`src/rtl/dhm_ram.sv`:
```
`default_nettype none
module dhm_ram #(
  parameter int unsigned Width = 8,
  parameter int unsigned Depth = 16
) (
  input  wire logic                     clk,
  input  wire logic                     we,
  input  wire logic [$clog2(Depth)-1:0] waddr,
  input  wire logic [Width-1:0]         wdata,
  input  wire logic [$clog2(Depth)-1:0] raddr,
  output logic [Width-1:0]              rdata
);
  logic [Width-1:0] mem [Depth];
  always_ff @(posedge clk) begin
    if (we) mem[waddr] <= wdata;
    rdata <= mem[raddr];
  end
endmodule
`default_nettype wire

```
`config.mk`:
```
export PLATFORM = sky130hd
export DESIGN_NAME = dhm_ram
export DESIGN_NICKNAME = d
export VERILOG_FILES = /design/src/rtl/dhm_ram.sv
export SDC_FILE = /design/constraint.sdc
export NUM_CORES = 1
export LEC_CHECK = 0
export ABC_AREA = 1
export BUFFER_PORTS_ARGS = -buffer_cell sky130_fd_sc_hd__buf_2
export CAP_MARGIN = 20
export CORE_ASPECT_RATIO = 1.2
export CORE_MARGIN = 5
export CORE_UTILIZATION = 55
export DETAILED_ROUTE_END_ITERATION = 16
export MAX_ROUTING_LAYER = met4
export PLACE_DENSITY_LB_ADDON = 0.15
export SYNTH_ARGS = -nofsm -noshare
export SYNTH_HDL_FRONTEND = slang
export SYNTH_SLANG_ARGS = --single-unit
```
`constraint.sdc`:
```
create_clock -name clk -period 3.45 [get_ports clk]
set_clock_uncertainty 0.1 [all_clocks]
set_input_delay 0.1725 -clock clk [delete_from_list [all_inputs] [get_ports clk]]
set_output_delay 0.1725 -clock clk [all_outputs]
set_load 0.03 [all_outputs]
```
==> impl_summary.txt <==
----------------------------------------------------
[Worst setup path]
  Biggest cell delay along the critical path ... 0.37 ns
  Most prevalent standard cell on the critical path ... sky130_fd_sc_hd__nand3_1
  CP max stage cell ... sky130_fd_sc_hd__inv_2
  Setup crit start kind ... primary input
  Required time of the critical path ... roughly 3.7 ns
  Kind of capture point of the worst setup path ... register
  Critical-path cell list ... buf_2, buf_4, inv_2, nand3_1, nand3_1, nand3_1, nand2_1
  Number of cells on the worst reg-to-reg path ... 6
  Critical path arrival ... 1.55 ns
  Category of the most critical setup path ... in2reg
  Largest fanout on the critical path ... 33

[Logic synthesis]
  Most common cell in the netlist ... sky130_fd_sc_hd__nand2_1
  Share of flip-flops with an asynchronous set or reset ... 0
  Area share of the largest cell type after synthesis ... 0.667
  Register area share after synthesis ... 0.694
  Total standard cell area after synthesis ... 5770 um2
  Mapped Nets ... 569
  Count of distinct cell types in the synthesized netlist ... 12
  Syn Area/Cell ... about 10 um2
  Yosys reg bits ... about 140
  Most frequently used flop master after synthesis ... sky130_fd_sc_hd__edfxtp_1
  Post-Synthesis Cells ... about 550
  Most common library cells after synthesis ... sky130_fd_sc_hd__nand2_1 (173), sky130_fd_sc_hd__edfxtp_1 (128), sky130_fd_sc_hd__inv_1 (100)
  EDFF count, synth ... ~130
  Yosys warnings ... 0
  Leading area contributor after synthesis ... sky130_fd_sc_hd__edfxtp_1
  Synth area leaders ... sky130_fd_sc_hd__edfxtp_1 (67%), sky130_fd_sc_hd__nand2_1 (11%), sky130_fd_sc_hd__nand3_1 (8.4%)

[Placed design]
  DPL Wire Length ... roughly 7500 um
  Quantity of I/O buffers inserted on ports ... 25
  Global placement routability congestion ... 0.865
  DP Cell Count ... between 600 and 700
  Placed standard-cell area ... 5900 um2

[Detailed routing]
  Final routed wirelength across all metal layers ... about 13000 um
  Starting DRC count in detailed routing ... between 200 and 300
  # DRC ... 0
  WL per Instance ... 17.5 um
  Antenna-violating nets left ... 0
  Number of vias per cell after detailed routing ... about 5.2
  Vias ... ~3700
  1st-pass router iterations ... 4

[GRT]
  Initial antenna violation count ... 0
  Overflow left after global routing ... 0
  First-pass GRT wire length ... around 20000 um
  Gr usage total ... 0.224
  Number of global-route vias before repair ... roughly 3700
  Largest net degree at the start of global routing ... between 60 and 70

[Layout]
  Share of layout cells above drive strength 1 ... 0.0918
  Layout Cells excl Fill ... 717
  Area added between synthesis and finish ... 12.5%
  Final layout net count ... between 500 and 600
  Antenna diodes ... 0
  Final Cell Area ... 6480 um2
  Final core utilization ... 0.623

[STA]
  Final hold violation count ... 0
  Max-slew violation count ... 0
  Max Clock Freq ... 0.742 GHz
  Final worst-path cycle share ... 0.391
  Transition time at the pin with the least slew margin ... 0.852 ns
  Setup repair after global routing missed its margin ... false
  Sum Neg Setup Slack ... 0 ns
  Final critical path time including I/O delays and setup ... about 1.3 ns
  Final-report setup violation count ... 0
  Worst slew margin relative to its limit ... 0.430

[Pwr]
  Worst supply voltage drop on vdd ... 0.360 mV
  Total power after layout ... 0.00378 W
  Static leakage ... around 2.8 nW
  Power per cell area ... between 500 and 600 nW/um2

[Clocking]
  Reg clk slew, reported paths ... 0.05 ns
  Sinks on the clock net ... about 140
  TritonCTS clock tree ... built
  Library cell used as clock root buffer ... sky130_fd_sc_hd__clkbuf_16
  Post-CTS resize count ... 0
  Worst skew pair latency ... 0.41 ns
  Cts hold-fix bufs ... 1
  Number of clock buffers inserted by TritonCTS ... 17
  CTS H-tree depth ... 4
  Total setup buffers inserted after CTS ... 0
  Worst-case clock buffer depth ... 2

[Die]
  Number of primary I/O pins ... 26
  Starting Density ... 0.554
  Number of standard-cell rows in the floorplan ... a little over 40
  Area of the die ... approximately 13000 um2
  Standard cell core area ... 10400 um2
  Die Wd ... between 100 and 150 um
  Die Span Y ... ~120 um

[Outcome]
  Result of the run ... completed

[Hold path]
  Kind of path behind the tightest hold check ... in2reg
  Cell count of the worst hold path ... 1

[Run]
  Maxcap violations ... 0

----------------------------------------------------
## cell type report
class	count	area (um2)
sequential	136	4000
clock inverter	4	46.3
fill	856	3930
inverter	102	383
tap	129	161
timing repair buffer	29	170
multi-input combinational	289	1210
clock buffer	28	507
## flip-flops by register name (all words and copies together), names as in the netlist
register  cells
rdata         8
mem         128
## path summary, 6_finish.rpt
| path | to | startpoint | slack, ns |
|---|---|---|---|
| max | rdata[1] | raddr[1] | 2.10 |
| min | mem[2][4] | wdata[4] | 0.07 |
| max reg2reg | rdata[1] | mem[9][1] | 2.30 |
| min reg2reg | rdata[4] | mem[13][4] | 0.58 |
## placed cells by master, fill, tap and decap left out, drive strengths merged
| cell type | Yosys | layout |
|---|---|---|
| nand2 | 173 | 173 |
| edfxtp | 128 | 128 |
| inv | 102 | 102 |
| nand3 | 97 | 97 |
| buf | 24 | 28 |
| clkbuf | 0 | 28 |
| nor2 | 17 | 17 |
| dfxtp | 8 | 8 |
| nand3b | 2 | 2 |
| clkinv | 0 | 2 |
| clkinvlp | 0 | 1 |
| bufinv | 0 | 1 |
| dlygate4sd3 | 0 | 1 |
## logic make-up (layout without fill, tap and decap cells)
kind of cell / after synthesis / after routing / share of synthesized area
and+or+nand+nor: 289 / 289 / 0.210
buffers and inverters: 126 / 163 / 0.0952
DFF: 136 / 136 / 0.694
## critical path, delay by kind of cell
kind          cells  cell delay (ns)
buf+inv           3             0.79
simple gates      4             0.55
## power breakdown
group / internal, W / total (W) / switching (W) / leakage, nW
Combinational: 0.0000613 / 0.000236 / 0.000174 / 1.31
Sequential: 0.00185 / 0.00186 / 0.0000121 / 1.22
Clock: 0.00106 / 0.00168 / 0.000616 / 0.266
Total: 0.00297 / 0.00378 / 0.000803 / 2.80
## metrics by stage
| stage | hold WS (ns) | setup WS (ns) |
|---|---|---|
| after floorplan | 0.171 | 2.23 |
| after CTS | 0.0690 | 1.92 |
| after global placement | 0.415 | 1.57 |
| after detailed placement | 0.420 | 1.54 |
| after global routing | 0.0693 | 2.01 |
| final | 0.0739 | 2.10 |
## metal layers
layer	up-vias	part of all wire	routed length, um	global-route usage
li1	1816	-	-	-
met1	1782	0.43	5470	0.279
met2	91	0.50	6280	0.351
met3	19	0.044	558	0.0647
met4	0	0.021	268	0.0785
met5	-	0	0	-
Note: power is estimated with default switching activity, not from simulation.
