[config.mk]
export PLATFORM = sky130hd
export DESIGN_NAME = dhm_modu
export DESIGN_NICKNAME = d
export VERILOG_FILES = /design/src/rtl/dhm_modu.sv
export SDC_FILE = /design/constraint.sdc
export NUM_CORES = 1
export LEC_CHECK = 0
export BUFFER_PORTS_ARGS = -buffer_cell sky130_fd_sc_hd__buf_2
export CORE_MARGIN = 2
export CORE_UTILIZATION = 40
export CTS_CLUSTER_DIAMETER = 120
export DETAILED_ROUTE_END_ITERATION = 6
export PLACE_DENSITY_LB_ADDON = 0.2
export SYNTH_ARGS = -nofsm -noshare
export SYNTH_HDL_FRONTEND = slang
export SYNTH_SLANG_ARGS = --single-unit
[constraint.sdc]
create_clock -name clk -period 6.8 [get_ports clk]
set_clock_uncertainty 0.15 [all_clocks]
set_input_delay 0.68 -clock clk [delete_from_list [all_inputs] [get_ports clk]]
set_output_delay 0.68 -clock clk [all_outputs]
set_load 0.05 [all_outputs]
[src/rtl/dhm_modu.sv]
`default_nettype none
// restoring remainder, one bit a cycle: 31-bit dividend, 16-bit divisor
module dhm_modu (
  input  wire logic        clk,
  input  wire logic        rst,
  input  wire logic        start,
  input  wire logic [30:0] dividend,
  input  wire logic [15:0] divisor,
  output logic             done,
  output logic [15:0]      rem
);
  logic [30:0] dvd;
  logic [16:0] acc;
  logic [4:0]  cnt;
  logic        busy;
  logic [16:0] sh;
  logic [16:0] diff;

  assign sh = {acc[15:0], dvd[30]};
  assign diff = sh - {1'b0, divisor};
  assign rem = acc[15:0];

  always_ff @(posedge clk) begin
    if (rst) begin
      busy <= 1'b0;
      done <= 1'b0;
    end else begin
      done <= 1'b0;
      if (start) begin
        busy <= 1'b1;
        cnt  <= 5'd0;
        acc  <= '0;
        dvd  <= dividend;
      end else if (busy) begin
        acc <= diff[16] ? sh : diff;
        dvd <= {dvd[29:0], 1'b0};
        cnt <= cnt + 5'd1;
        if (cnt == 5'd30) begin
          busy <= 1'b0;
          done <= 1'b1;
        end
      end
    end
  end
endmodule
`default_nettype wire

==> run_results.csv <==
group,metric,value,unit
layout,fin_area,3800,um2
worst_setup_path,r2r-start,"dvd[30]$_DFFE_PP_",
routing,drt_iter0_drc,73,
power_and_ir_drop,pwr-share-seq,46.3,%
worst_setup_path,r2r_slack,3.45,ns
min_path,min_path_type,"flop to flop",
place,placed_cell_area,3710,um2
timing,rsz0062_at_grt,"no",
worst_setup_path,cp-end-kind,"flop",
global_routing,grt_max_degree,53,
logic_synthesis,synthesis.nets,354,
clocking,cts_sinks,54,
die,io_pins,67,
timing,tightest_slew,0.813,ns
logic_synthesis,synth-seq-cells,54,
die,row_count,33,
timing,slew_headroom,44.8,%
timing,finalSetupTns,0,ns
clocking,cts_hold_buf,0,
worst_setup_path,rr_worst_depth,11,
global_routing,grt_pass1_vias,2248,
layout,layout_common_cells,"66 x buf_2, 52 x edfxtp_1, 30 x mux2_2",
worst_setup_path,regToRegEndpoint,"acc[11]$_SDFFCE_PP0P_",
layout,final_nets,420,
timing,finalWorstSetupSlack,3.38,ns
logic_synthesis,syn_area_per_cell,11.5,um2
power_and_ir_drop,p_sw,0.000306,W
logic_synthesis,synth_ff_type,"edfxtp_1",
place,pre_cts_ws,2.98,ns
routing,final_antenna_net_count,0,
power_and_ir_drop,vdd_drop_max,105,uV
routing,routed_via_density,5.00,
layout,n_antenna_cell,0,
routing,drc_errors,0,
die,dieWidth,94.6,um
worst_setup_path,critical_path_arrival,3.33,ns
clocking,cts_inserted_buffers,5,
clocking,cts_resized,0,
routing,drt_pass1_iterations,4,
power_and_ir_drop,switching_share,34.1,%
logic_synthesis,synth_edf_count,52,
clocking,clk_pin_slew_worst_paths,0.11,ns
place,detailedPlacementHpwl,4.48,mm
die,core,8090,um2
worst_setup_path,start_kind,"input pin",
power_and_ir_drop,p_clk_share,21.2,%
global_routing,grt.overflow.total,0,
layout,final_common_cell,"buf_2",
routing,wirelength,6.30,mm
layout,drive_gt1_share,35.2,%
clocking,htreeDepth,2,
layout,fin_util,46.9,%
worst_setup_path,crit_required,6.71,ns
clocking,clk_root_buffer_cell,"clkbuf_8",
die,initial_core_util,40.6,%
min_path,whs_endpoint,"done$_SDFF_PP0_",
logic_synthesis,yosys.area.top_type,"edfxtp_1",
global_routing,antenna_found_initial,0,
worst_setup_path,crit_fanout,11,
routing,vias,2286,
timing,timing.final.crit_share,50.3,%
timing,slew_violations,0,
clocking,insertion_delay,0.31,ns
die,dieArea,8950,um2
status,status,"finished, final reports clean",
power_and_ir_drop,power_density,237,nW/um2
place,gp_congestion,0.836,
logic_synthesis,synth_area,3280,um2
worst_setup_path,crit_type,"input pin to flop",
global_routing,grt_util_all_layers,15.0,%
layout,area.growth.synth_to_final,15.7,%
run,maxCapViolCount,0,
die,fp.dieH,94.6,um
timing,fin_crit,3.42,ns
clocking,tritoncts,"done",
clocking,clockBufferDepth,2,
logic_synthesis,yosysWarnings,0,
logic_synthesis,synth_top_area_share,47.6,%
power_and_ir_drop,power_frac_comb,32.5,%
power_and_ir_drop,power,0.000899,W
timing,finalHoldViolations,0,
power_and_ir_drop,internal_power,0.000593,W
logic_synthesis,synth_seq_area_share,48.8,%
min_path,whs_path_depth,1,
logic_synthesis,ys_top_cells_by_area,"edfxtp_1 48%, mux2_2 10%, ha_1 6.9%",
timing,fmax,292,MHz
power_and_ir_drop,leakagePower,1.59,nW
clocking,cts_setup_buffers,0,
logic_synthesis,yosys.cell_types.count,42,
global_routing,grt_pass1_wl,10.4,mm
routing,routedWlPerCell,13.8,um
logic_synthesis,ys_async_sr_fraction,0,%
timing,setup_viol,0,
min_path,hold_start,"busy$_SDFF_PP0_",
place,numPortBuffers,66,
logic_synthesis,synthCells,285,
## worst max-delay path, cell delays in order
cell and delay (ns):
buf_2 0.10, ha_1 0.21, fa_1 0.39, nand2b_1 0.19, a21oi_2 0.21, o211ai_2 0.12
o21ai_2 0.08, mux2i_2 0.72, buf_4 0.35, mux2i_1 0.22, nor2_1 0.06
## cells by family (layout without fill, tap and decap cells)
logic type,count (synthesis),count (layout),synth area share (%)
muxes,42,42,14.1
buffers and inverters,35,102,4.73
AOI/OAI and AO/OA,50,50,10.8
xor gates and xnor gates,16,16,4.27
DFF,54,54,48.8
adders and majority gates,19,19,7.47
and+or+nand+nor,69,69,9.84
## layer usage
metal | track usage (%) | wire, um | vias up
li1 | - | - | 1156
met1 | 19.6 | 2950 | 1068
met2 | 24.6 | 2940 | 57
met3 | 3.75 | 350 | 5
met4 | 4.35 | 59 | 0
met5 | 0 | 0 | -
## how the worst max path moves through the flow
stage,to,startpoint,cells past startpoint,slack [ns]
after detailed placement,acc[11]$_SDFFCE_PP0P_,divisor[0],11,2.98
after global placement,acc[4]$_SDFFCE_PP0P_,divisor[0],11,3.04
after floorplan,acc[0]$_SDFFCE_PP0P_,start,3,3.03
after global routing,acc[11]$_SDFFCE_PP0P_,divisor[0],11,3.13
final,acc[11]$_SDFFCE_PP0P_,divisor[0],11,3.38
after CTS,acc[11]$_SDFFCE_PP0P_,divisor[0],11,3.32
## sequential cells by signal, indices dropped and copies added, names as in the netlist
| register | cells |
|---|---|
| acc | 16 |
| busy | 1 |
| cnt | 5 |
| done | 1 |
| dvd | 31 |
## power groups by stage
stage               logic, W  clock network [W]  registers (W)
finish              0.000292           0.000191       0.000417
global route        0.000325           0.000208       0.000421
CTS                 0.000295           0.000197       0.000417
detailed placement  0.000293                  0       0.000425
global placement    0.000290                  0       0.000424
floorplan           0.000200                  0       0.000460
## cell usage after synthesis (2+ instances only)
master / count
a211oi_2: 4
a21oi_1: 13
a21oi_2: 3
buf_6: 3
clkbuf_1: 6
dfxtp_1: 2
edfxtp_1: 52
ha_1: 18
inv_1: 25
mux2_2: 30
mux2i_1: 11
nand2_1: 12
nand2b_1: 6
nand3_1: 8
nand4_1: 2
nor2_1: 26
nor2_2: 3
nor3_1: 5
o211ai_1: 3
o211ai_2: 3
o21a_1: 5
o21ai_0: 9
o21ai_1: 2
o22ai_1: 2
xnor2_1: 9
xor2_1: 7
## per-stage QoR
stage	instances	hold WS, ns
after floorplan	285	0.310
after global placement	449	0.325
after detailed placement	449	0.328
after CTS	457	0.336
after global routing	457	0.355
final	457	0.335
## final cells by class
| class | count | area (um2) |
|---|---|---|
| Timing Repair Buffer | 69 | 353 |
| Clock inverter | 2 | 13.8 |
| Fill cell | 808 | 4290 |
| Sequential cell | 54 | 1600 |
| Inverter | 25 | 93.8 |
| Multi-Input combinational cell | 196 | 1530 |
| Tap cell | 105 | 131 |
| Clock buffer | 6 | 72.6 |
(Power assumes the default switching activity.)
